### config.mk
export PLATFORM = sky130hd
export DESIGN_NAME = timed_event_sorted_queue_core
export DESIGN_NICKNAME = d
export VERILOG_FILES = /design/src/tesq_pkg.sv /design/src/timed_event_sorted_queue_core.sv /design/src/tesq_list.sv
export VERILOG_INCLUDE_DIRS = /design/src /design/src/src
export SDC_FILE = /design/constraint.sdc
export NUM_CORES = 2
export LEC_CHECK = 0
export BUFFER_PORTS_ARGS = -buffer_cell sky130_fd_sc_hd__buf_2
export CAP_MARGIN = 40
export CORE_MARGIN = 2
export CORE_UTILIZATION = 35
export CTS_CLUSTER_SIZE = 30
export DETAILED_ROUTE_END_ITERATION = 7
export GPL_TIMING_DRIVEN = 1
export PLACE_DENSITY = 0.61
export REMOVE_ABC_BUFFERS = 1
export SETUP_SLACK_MARGIN = 0.3
export SYNTH_ARGS = -nofsm -noshare
export SYNTH_HDL_FRONTEND = slang
export SYNTH_SLANG_ARGS = --single-unit
### constraint.sdc
create_clock -name i_clk -period 8.8 [get_ports i_clk]
set_input_delay 0.88 -clock i_clk [delete_from_list [all_inputs] [get_ports i_clk]]
set_output_delay 0.88 -clock i_clk [all_outputs]
set_load 0.01 [all_outputs]
### src/assert_macros.svh
// Assertion macros used by the RTL core of the timed event queue.
`ifndef ASSERT_MACROS_SVH
`define ASSERT_MACROS_SVH

// Check that a property holds on every rising clock edge outside reset.
`define ASSERT_ALWAYS(name, clk, rst_n, prop) \
    name: assert property (@(posedge clk) disable iff (!rst_n) prop) \
        else $error("assertion failed");

// Check that a condition never occurs outside reset.
`define ASSERT_NEVER(name, clk, rst_n, cond) \
    name: assert property (@(posedge clk) disable iff (!rst_n) !(cond)) \
        else $error("forbidden condition seen");

`endif

### src/tesq_pkg.sv
// Types and constants of the timed event sorted queue.
`timescale 1ns / 1ps

package tesq_pkg;

    // Operation codes of an input beat
    typedef enum logic [1:0] {
        KIND_ADD      = 2'd0,
        KIND_COMPLETE = 2'd1,
        KIND_READ     = 2'd2,
        KIND_RELOAD   = 2'd3
    } t_kind;

    // Result status codes
    typedef enum logic [1:0] {
        STAT_OK    = 2'd0,
        STAT_FULL  = 2'd1,
        STAT_EMPTY = 2'd2
    } t_status;

    localparam int             PROD_W          = 25;
    localparam logic [16:0]    SECONDS_PER_DAY = 17'd86400;

    typedef struct packed {
        t_kind       kind;
        logic [31:0] event_time;
        logic [15:0] event_depth;
        logic [7:0]  repeat_days;
        logic [7:0]  entry_index;
        logic [7:0]  slots_loaded;
    } t_in_beat;

    typedef struct packed {
        t_status     status;
        logic [7:0]  insert_position;
        logic [31:0] head_time;
        logic [31:0] read_time;
        logic [15:0] read_depth;
        logic [7:0]  read_repeat;
        logic [5:0]  entry_count;
        logic [7:0]  next_slot;
        logic        slot_available;
    } t_out_beat;

    // One stored event
    typedef struct packed {
        logic [31:0] ev_time;
        logic [15:0] ev_depth;
        logic [7:0]  ev_rep;
    } t_entry;

    // Completion report of the list sequencer
    typedef struct packed {
        logic        done;
        t_status     status;
        logic [7:0]  insert_position;
        logic [31:0] head_time;
        t_entry      rd_entry;
    } t_list_rsp;

endpackage

### src/timed_event_sorted_queue_core.sv
// Timed event sorted queue: handshake, slot counter and result register.
`timescale 1ns / 1ps
`include "assert_macros.svh"

// Keeps up to LIST_DEPTH events sorted by time, earliest first.
// Input channel (i_in_valid / o_in_stall / i_in_beat): one beat is one operation:
// add an event, complete the head, read an entry or reload the slot count.
// Output channel (o_out_valid / i_out_stall / o_out_beat): one result beat per
// input beat, in order, with the head time, entry count and slot state.
// The block works on one beat at a time; o_in_stall is high from acceptance
// until the result is loaded into the output register. One write port, one
// registered read port and a single time comparator do the work, one entry
// per cycle: an add moves up every entry placed after the new event; a
// complete moves every remaining entry down and, when the event repeats,
// inserts it again at its next occurrence. Reload, a full add and an empty
// complete or read only fetch the head for the report.
// The result register lets a new beat in while the previous result waits;
// a stalled receiver holds the next result inside the list until it drains.
// Reset empties the list, sets the slot counter to 2 and the loaded slots to
// MAX_SLOTS; the entry memory itself is not cleared.
module timed_event_sorted_queue_core import tesq_pkg::*; #(
    parameter int LIST_DEPTH = 32,
    parameter int MAX_SLOTS  = 16
) (
    input  logic      i_clk,
    input  logic      i_rst_n,
    input  logic      i_in_valid,
    output logic      o_in_stall,
    input  t_in_beat  i_in_beat,
    output logic      o_out_valid,
    input  logic      i_out_stall,
    output t_out_beat o_out_beat
);

    localparam int         CW           = $clog2(LIST_DEPTH + 1);
    localparam logic [7:0] MAX_SLOTS_B  = 8'(MAX_SLOTS);

    typedef enum logic [1:0] {
        T_IDLE = 2'b01,
        T_BUSY = 2'b10
    } t_top_state;

    t_top_state     r_state, n_state;
    t_in_beat       r_req;
    logic [7:0]     r_slot_ctr, n_slot_ctr;
    logic [7:0]     r_slots, n_slots;
    logic           r_out_valid;
    t_out_beat      r_out, n_out;

    logic           w_in_acc;
    logic           w_rsp_ready;
    t_list_rsp      w_rsp;
    logic [CW-1:0]  w_count;

    assign o_in_stall  = (r_state != T_IDLE);
    assign w_in_acc    = i_in_valid && !o_in_stall;
    assign w_rsp_ready = !r_out_valid || !i_out_stall;
    assign o_out_valid = r_out_valid;
    assign o_out_beat  = r_out;

    tesq_list #(
        .LIST_DEPTH (LIST_DEPTH)
    ) u_list (
        .i_clk       (i_clk),
        .i_rst_n     (i_rst_n),
        .i_start     (w_in_acc),
        .i_req       (i_in_beat),
        .i_rsp_ready (w_rsp_ready),
        .o_rsp       (w_rsp),
        .o_count     (w_count)
    );

    // Advance the control state, the slot counter and the loaded slots, build the result beat
    always_comb begin
        n_state    = r_state;
        n_slot_ctr = r_slot_ctr;
        n_slots    = r_slots;

        unique case (r_state)
            T_IDLE: begin
                if (w_in_acc) begin
                    n_state = T_BUSY;
                end
            end
            T_BUSY: begin
                if (w_rsp.done) begin
                    n_state = T_IDLE;
                end
            end
            default: begin
                n_state = T_IDLE;
            end
        endcase

        if (w_rsp.done) begin
            if (r_req.kind == KIND_COMPLETE && w_rsp.status == STAT_OK
                    && r_slot_ctr != 8'hFF) begin
                n_slot_ctr = r_slot_ctr + 8'd1;
            end
            if (r_req.kind == KIND_RELOAD) begin
                n_slots    = (r_req.slots_loaded > MAX_SLOTS_B) ? MAX_SLOTS_B
                                                                : r_req.slots_loaded;
                n_slot_ctr = 8'd1;
            end
        end

        n_out.status          = w_rsp.status;
        n_out.insert_position = w_rsp.insert_position;
        n_out.head_time       = w_rsp.head_time;
        n_out.read_time       = w_rsp.rd_entry.ev_time;
        n_out.read_depth      = w_rsp.rd_entry.ev_depth;
        n_out.read_repeat     = w_rsp.rd_entry.ev_rep;
        n_out.entry_count     = 6'(w_count);
        n_out.next_slot       = n_slot_ctr;
        n_out.slot_available  = (n_slot_ctr <= n_slots);
    end

    always_ff @(posedge i_clk) begin
        if (!i_rst_n) begin
            r_state     <= T_IDLE;
            r_slot_ctr  <= 8'd2;
            r_slots     <= MAX_SLOTS_B;
            r_out_valid <= 1'b0;
        end else begin
            r_state    <= n_state;
            r_slot_ctr <= n_slot_ctr;
            r_slots    <= n_slots;
            if (w_rsp.done) begin
                r_out_valid <= 1'b1;
            end else if (!i_out_stall) begin
                r_out_valid <= 1'b0;
            end
        end
        // Hold the accepted beat and the pending result
        if (w_in_acc) begin
            r_req <= i_in_beat;
        end
        if (w_rsp.done) begin
            r_out <= n_out;
        end
    end

    `ASSERT_ALWAYS(a_done_while_busy, i_clk, i_rst_n, w_rsp.done |-> (r_state == T_BUSY))
    `ASSERT_NEVER(a_count_overflow, i_clk, i_rst_n, w_count > CW'(LIST_DEPTH))
    `ASSERT_ALWAYS(a_slot_flag, i_clk, i_rst_n, o_out_valid |-> (o_out_beat.slot_available == (o_out_beat.next_slot <= r_slots)))

endmodule

### src/tesq_list.sv
// Sorted event list: entry memory, compare/shift sequencer and repeat-time unit.
`timescale 1ns / 1ps

module tesq_list import tesq_pkg::*; #(
    parameter int LIST_DEPTH = 32,
    localparam int CW = $clog2(LIST_DEPTH + 1)
) (
    input  logic          i_clk,
    input  logic          i_rst_n,
    input  logic          i_start,
    input  t_in_beat      i_req,
    input  logic          i_rsp_ready,
    output t_list_rsp     o_rsp,
    output logic [CW-1:0] o_count
);

    localparam int AW = $clog2(LIST_DEPTH);

    typedef enum logic [9:0] {
        S_IDLE     = 10'b0000000001,
        S_INS      = 10'b0000000010,
        S_SHIFT    = 10'b0000000100,
        S_POP_HEAD = 10'b0000001000,
        S_POP      = 10'b0000010000,
        S_MUL      = 10'b0000100000,
        S_ADD      = 10'b0001000000,
        S_RD_WAIT  = 10'b0010000000,
        S_HEAD     = 10'b0100000000,
        S_DONE     = 10'b1000000000
    } t_state;

    t_state              r_state, n_state;
    logic [CW-1:0]       r_count, n_count;
    logic [CW-1:0]       r_k, n_k;
    t_entry              r_new, n_new;
    t_entry              r_rd, n_rd;
    logic [7:0]          r_pos, n_pos;
    t_status             r_status, n_status;
    logic                r_is_add, n_is_add;
    logic [PROD_W-1:0]   r_prod, n_prod;

    t_entry              mem [LIST_DEPTH];
    t_entry              r_q;
    logic                w_we;
    logic [AW-1:0]       w_waddr;
    logic [AW-1:0]       w_raddr;
    t_entry              w_wdata;

    logic [CW-1:0]       w_cm1, w_km1, w_km2, w_kp1;
    logic [8:0]          w_idx_ext, w_cnt_ext, w_rd_idx;

    // Neighbor indexes of the scan pointer and the entry count, and the clamped read index
    assign w_cm1     = r_count - CW'(1);
    assign w_km1     = r_k - CW'(1);
    assign w_km2     = r_k - CW'(2);
    assign w_kp1     = r_k + CW'(1);
    assign w_idx_ext = {1'b0, i_req.entry_index};
    assign w_cnt_ext = 9'(r_count);
    assign w_rd_idx  = (w_idx_ext >= w_cnt_ext) ? (w_cnt_ext - 9'd1) : w_idx_ext;

    assign o_count = r_count;

    // Entry memory: one write port, one registered read port
    always_ff @(posedge i_clk) begin
        if (w_we) begin
            mem[w_waddr] <= w_wdata;
        end
        r_q <= mem[w_raddr];
    end

    // Sequencer
    always_comb begin
        n_state  = r_state;
        n_count  = r_count;
        n_k      = r_k;
        n_new    = r_new;
        n_rd     = r_rd;
        n_pos    = r_pos;
        n_status = r_status;
        n_is_add = r_is_add;
        n_prod   = r_prod;
        w_we     = 1'b0;
        w_waddr  = '0;
        w_wdata  = r_new;
        w_raddr  = '0;
        o_rsp.done = 1'b0;

        unique case (r_state)
            S_IDLE: begin
                if (i_start) begin
                    n_status = STAT_OK;
                    n_is_add = (i_req.kind == KIND_ADD);
                    n_pos    = '0;
                    n_rd     = '0;
                    unique case (i_req.kind)
                        KIND_ADD: begin
                            if (r_count == CW'(LIST_DEPTH)) begin
                                n_status = STAT_FULL;
                                n_state  = S_HEAD;
                            end else begin
                                n_new.ev_time  = i_req.event_time;
                                n_new.ev_depth = i_req.event_depth;
                                n_new.ev_rep   = i_req.repeat_days;
                                n_state        = S_INS;
                            end
                        end
                        KIND_COMPLETE: begin
                            if (r_count == '0) begin
                                n_status = STAT_EMPTY;
                                n_state  = S_HEAD;
                            end else begin
                                w_raddr = '0;
                                n_state = S_POP_HEAD;
                            end
                        end
                        KIND_READ: begin
                            if (r_count == '0) begin
                                n_status = STAT_EMPTY;
                                n_state  = S_HEAD;
                            end else begin
                                w_raddr = w_rd_idx[AW-1:0];
                                n_state = S_RD_WAIT;
                            end
                        end
                        KIND_RELOAD: begin
                            n_state = S_HEAD;
                        end
                    endcase
                end
            end
            // Start the insert scan from the tail
            S_INS: begin
                n_k     = r_count;
                w_raddr = (r_count != '0) ? w_cm1[AW-1:0] : '0;
                n_state = S_SHIFT;
            end
            // Move later entries up one place, drop the new event into the gap
            S_SHIFT: begin
                w_we    = 1'b1;
                w_waddr = r_k[AW-1:0];
                if (r_k != '0 && r_q.ev_time > r_new.ev_time) begin
                    w_wdata = r_q;
                    n_k     = w_km1;
                    w_raddr = (r_k >= CW'(2)) ? w_km2[AW-1:0] : '0;
                end else begin
                    w_wdata = r_new;
                    n_pos   = 8'(r_k);
                    n_count = r_count + CW'(1);
                    n_state = S_HEAD;
                end
            end
            // Capture the removed head
            S_POP_HEAD: begin
                n_rd    = r_q;
                n_k     = CW'(1);
                w_raddr = AW'(1);
                n_state = S_POP;
            end
            // Move every remaining entry down one place
            S_POP: begin
                if (r_k < r_count) begin
                    w_we    = 1'b1;
                    w_waddr = w_km1[AW-1:0];
                    w_wdata = r_q;
                    n_k     = w_kp1;
                    w_raddr = (w_kp1 < r_count) ? w_kp1[AW-1:0] : '0;
                end else begin
                    n_count = r_count - CW'(1);
                    n_state = (r_rd.ev_rep != '0) ? S_MUL : S_HEAD;
                end
            end
            // Repeat period in seconds
            S_MUL: begin
                n_prod  = PROD_W'(r_rd.ev_rep) * PROD_W'(SECONDS_PER_DAY);
                n_state = S_ADD;
            end
            // Next occurrence, wrapping at 32 bits
            S_ADD: begin
                n_new.ev_time  = r_rd.ev_time + 32'(r_prod);
                n_new.ev_depth = r_rd.ev_depth;
                n_new.ev_rep   = r_rd.ev_rep;
                n_state        = S_INS;
            end
            S_RD_WAIT: begin
                n_rd    = r_q;
                n_state = S_HEAD;
            end
            // Fetch the head for the report
            S_HEAD: begin
                w_raddr = '0;
                n_state = S_DONE;
            end
            // Hold the report until the output side takes it
            S_DONE: begin
                if (i_rsp_ready) begin
                    o_rsp.done = 1'b1;
                    n_state    = S_IDLE;
                end
            end
            default: begin
                n_state = S_IDLE;
            end
        endcase

        o_rsp.status          = r_status;
        o_rsp.insert_position = r_is_add ? r_pos : 8'd0;
        o_rsp.head_time       = (r_count != '0) ? r_q.ev_time : 32'd0;
        o_rsp.rd_entry        = r_rd;
    end

    always_ff @(posedge i_clk) begin
        if (!i_rst_n) begin
            r_state <= S_IDLE;
            r_count <= '0;
            r_k     <= '0;
        end else begin
            r_state <= n_state;
            r_count <= n_count;
            r_k     <= n_k;
        end
        r_new    <= n_new;
        r_rd     <= n_rd;
        r_pos    <= n_pos;
        r_status <= n_status;
        r_is_add <= n_is_add;
        r_prod   <= n_prod;
    end

endmodule
==> metrics.md <==
| Metric | Value |
|---|---|
| Status | `completed` |
| Slew Viols, Final | `0` |
| Clock-pin slew on the worst setup and hold paths | `70 ps` |
| Die width | `501 um` |
| Reg power frac | `52.8%` |
| Largest family of logic cells by synthesized area | `compound AO/OA/AOI/OAI gates` |
| CTS H-tree depth | `4` |
| Hold Crit Class | `in2reg` |
| DP HPWL | `146000 um` |
| RePlAce Congestion | `0.841` |
| Setup violators final | `0` |
| Remaining global-route overflow | `0` |
| Clk root buf | `clkbuf_16` |
| CTS resizes | `0` |
| Total CTS buffers | `215` |
| RSZ-0062 raised after global routing | `no` |
| Post-synth cell types | `77` |
| Proportion of synthesized area in mux cells | `0.349%` |
| TritonRoute pass-1 iters | `6` |
| Final Critical Period | `6050 ps` |
| Design area | `0.0998 mm^2` |
| Leading area contributor after synthesis | `edfxtp_1` |
| Synth Area in XOR/XNOR | `0.599%` |
| CP max-delay cell | `dfxtp_1` |
| Sw Pwr | `4.46 mW` |
| Power share of the clock group | `44.4%` |
| Post-Route WL | `273000 um` |
| WP buf/inv | `2` |
| Worst-Margin Slew | `1240 ps` |
| Core box area | `0.245 mm^2` |
| Vias | `56100` |
| Switch share | `20.9%` |
| Clk_lat worst skew | `890 ps` |
| Placed Area | `0.0923 mm^2` |
| Hold Vio Cnt, Final | `0` |
| Async set-reset flop share out of synthesis | `0%` |
| Fill count | `22200` |
| Worst EP required | `9460 ps` |
| Via-to-Cell Ratio | `5.88` |
| CP most frequent cell | `ha_1` |
| Critical path, cell by cell | `inv_1, ha_1, ha_1, or4_1, o221a_2, nor3_4, nand2_4, nand3_4, buf_12, nand2_1, a31oi_1, o22ai_1, nor3_1` |
| Pleak | `33.4 nW` |
| Post-Layout Cell Count | `9540` |
| Crit path max-delay family | `simple AND/OR/NAND/NOR gates` |
| Max-cap violations | `0` |
| Top post-synthesis cells by area | `edfxtp_1 (71%), a221oi_1 (4.6%), nand2_1 (3.4%), a31oi_1 (3.2%), dfxtp_1 (2.3%)` |
| Max_slew headroom | `17.2%` |
| Post-Syn Instances | `5950` |
| Crit-path max cell delay | `780 ps` |
| Final Hold Slack | `182 ps` |
| WL/cell | `28.7 um` |
| Pwr Density | `214 mW/mm^2` |
| CTS tree | `done` |
| Clock Path Buffers | `3` |
| Initial drt markers | `7747` |
| DRC Markers | `0` |
| Most numerous cell in the Yosys netlist | `edfxtp_1` |
| IO Port Bufs | `190` |
| Mapped Avg Cell Area | `14.5 um^2` |
| Critical path depth | `13` |
| Die Span Y | `501 um` |
| Reg2reg path depth | `13` |
| Post-CTS Setup Bufs | `0` |
| Yosys warnings | `0` |
| F_max | `165 MHz` |
| Mapped cell area | `0.0863 mm^2` |
| Util after Layout | `40.7%` |
| CTS Sinks | `2149` |
| Initial antenna violation count | `19` |
| Int Power | `16.9 mW` |
| CP max FO | `106` |
| P&R area growth vs syn | `15.7%` |
| Worst setup EP type | `flop` |
| Synth Flop Type | `edfxtp_1` |
| Seq cells post-synth | `2149` |
| Register area share after synthesis | `73.7%` |
| Global Route Usage Sum | `21.1%` |
| Post-CTS Hold Buffers | `0` |
| Hold depth | `1` |
| CP arrival | `6710 ps` |
| Post-synth EDFFs | `2052` |
| Vias in the first global route | `53600` |
| Synth Area in Adders | `2.29%` |
| Die ar. | `0.251 mm^2` |
| VDD IR max | `0.000170 V` |
| Skew final | `90.0 ps` |
| Largest net degree at the start of global routing | `172` |
| Top cell type's share of synthesized area | `71.4%` |
| Proportion of layout cells with a drive suffix above 1 | `13.2%` |
| Worst setup SP type | `flop` |
| Period utilisation layout | `68.8%` |
| Final TNS setup | `0 ps` |
| Post-Place Cells | `9121` |
| Complex-gate fraction of the synthesized area | `13.6%` |
| Post-layout nets | `6352` |
| Starting density of the core | `35.1%` |
| First-pass GRT wire length | `388000 um` |
| Io pins | `193` |
| Site Rows | `182` |
| Combinational share of power | `2.8%` |
| Final ANT Viol Nets | `0` |
| Setup Crit Path Kind | `reg2reg` |
| Most frequent cells after synthesis | `edfxtp_1 (2052), nand2_1 (771), a221oi_1 (451)` |
| Simple-gate share of the synthesized area | `6.21%` |
worst reg2reg max path: cells and delay by family, from the launching register on:
family | cells | cell delay, ps
adder cells (fa/ha/maj) | 2 | 770
flip-flops | 1 | 780
AND/OR/NAND/NOR | 6 | 2690
AO/OA/AOI/OAI | 3 | 650
buffers and inverters | 2 | 980
per-layer routing:
metal  part of all wire, %  up-vias  global-route usage, %
li1                      -    23800                      -
met1                    40    28300                   29.1
met2                    45     3392                   32.4
met3                    11      509                   4.76
met4                   4.4        8                   8.34
met5                 0.019        -                      0
registers in the layout, summed over array words and instances (netlist names):
register	cells
u_list.r_is_add	1
u_list.r_prod	18
u_list.r_q	56
r_req	10
r_state	2
u_list.r_k	6
u_list.r_pos	6
u_list.r_new	56
r_slots	8
o_out_beat	111
r_slot_ctr	8
u_list.mem	1792
o_out_valid	1
u_list.o_rsp	56
u_list.o_count	6
u_list.r_status	2
u_list.r_state	10
area by class of cell:
cell class	count	area (um^2)	share of cell area, %
Tap cell	3220	4030	4.04
Multi-Input combinational cell	3103	20400	20.4
Inverter	263	987	0.989
Antenna cell	11	27.5	0.0276
Timing Repair Buffer	390	3430	3.44
Clock buffer	307	6070	6.08
Sequential cell	2149	63600	63.7
Clock inverter	97	1330	1.33
cell families (layout without fill, tap and decap cells):
| kind of cell | after synthesis | after routing |
|---|---|---|
| AOI/OAI and AO/OA | 1667 | 1667 |
| xor gates and xnor gates | 59 | 59 |
| adders and majority gates | 152 | 152 |
| buffers and inverters | 699 | 1057 |
| DFF | 2149 | 2149 |
| muxes | 27 | 27 |
| other | 1 | 13 |
| and+or+nand+nor | 1196 | 1196 |
per-stage QoR:
stage | power [mW] | worst slack [ps]
floorplan | 11.8 | -19580
global placement | 12.1 | 2380
detailed placement | 12.1 | 2920
CTS | 21.5 | 2870
global route | 21.9 | 2680
finish | 21.4 | 2750
placed cells by master (no fill, tap or decap), types with 79 or more instances in the layout:
master	instances
clkbuf_16	216
a31oi_1	446
buf_4	125
dfxtp_1	97
edfxtp_1	2052
nor3_1	79
a211oi_1	175
o21ai_0	91
o22ai_1	106
and2_1	111
a221oi_1	450
nand2_1	767
ha_1	142
inv_1	263
o21ai_1	173
buf_2	191
path summary, 6_finish.rpt:
kind                    end             start  slack, ps
min reg2reg  o_out_beat[42]  u_list.o_rsp[27]        450
min                r_req[1]      i_in_beat[1]        180
max reg2reg  u_list.r_q[54]     u_list.r_k[0]       2750
max          u_list.r_q[54]     u_list.r_k[0]       2750
power groups by stage:
stage                     logic (mW)  registers [mW]  clock network, mW
after detailed placement       0.594            11.5                  0
after floorplan                0.370            11.5                  0
after global routing           0.665            11.3               9.98
after CTS                      0.598            11.3               9.59
final                          0.599            11.3               9.49
after global placement         0.574            11.5                  0
Note: power is estimated with default switching activity, not from simulation.
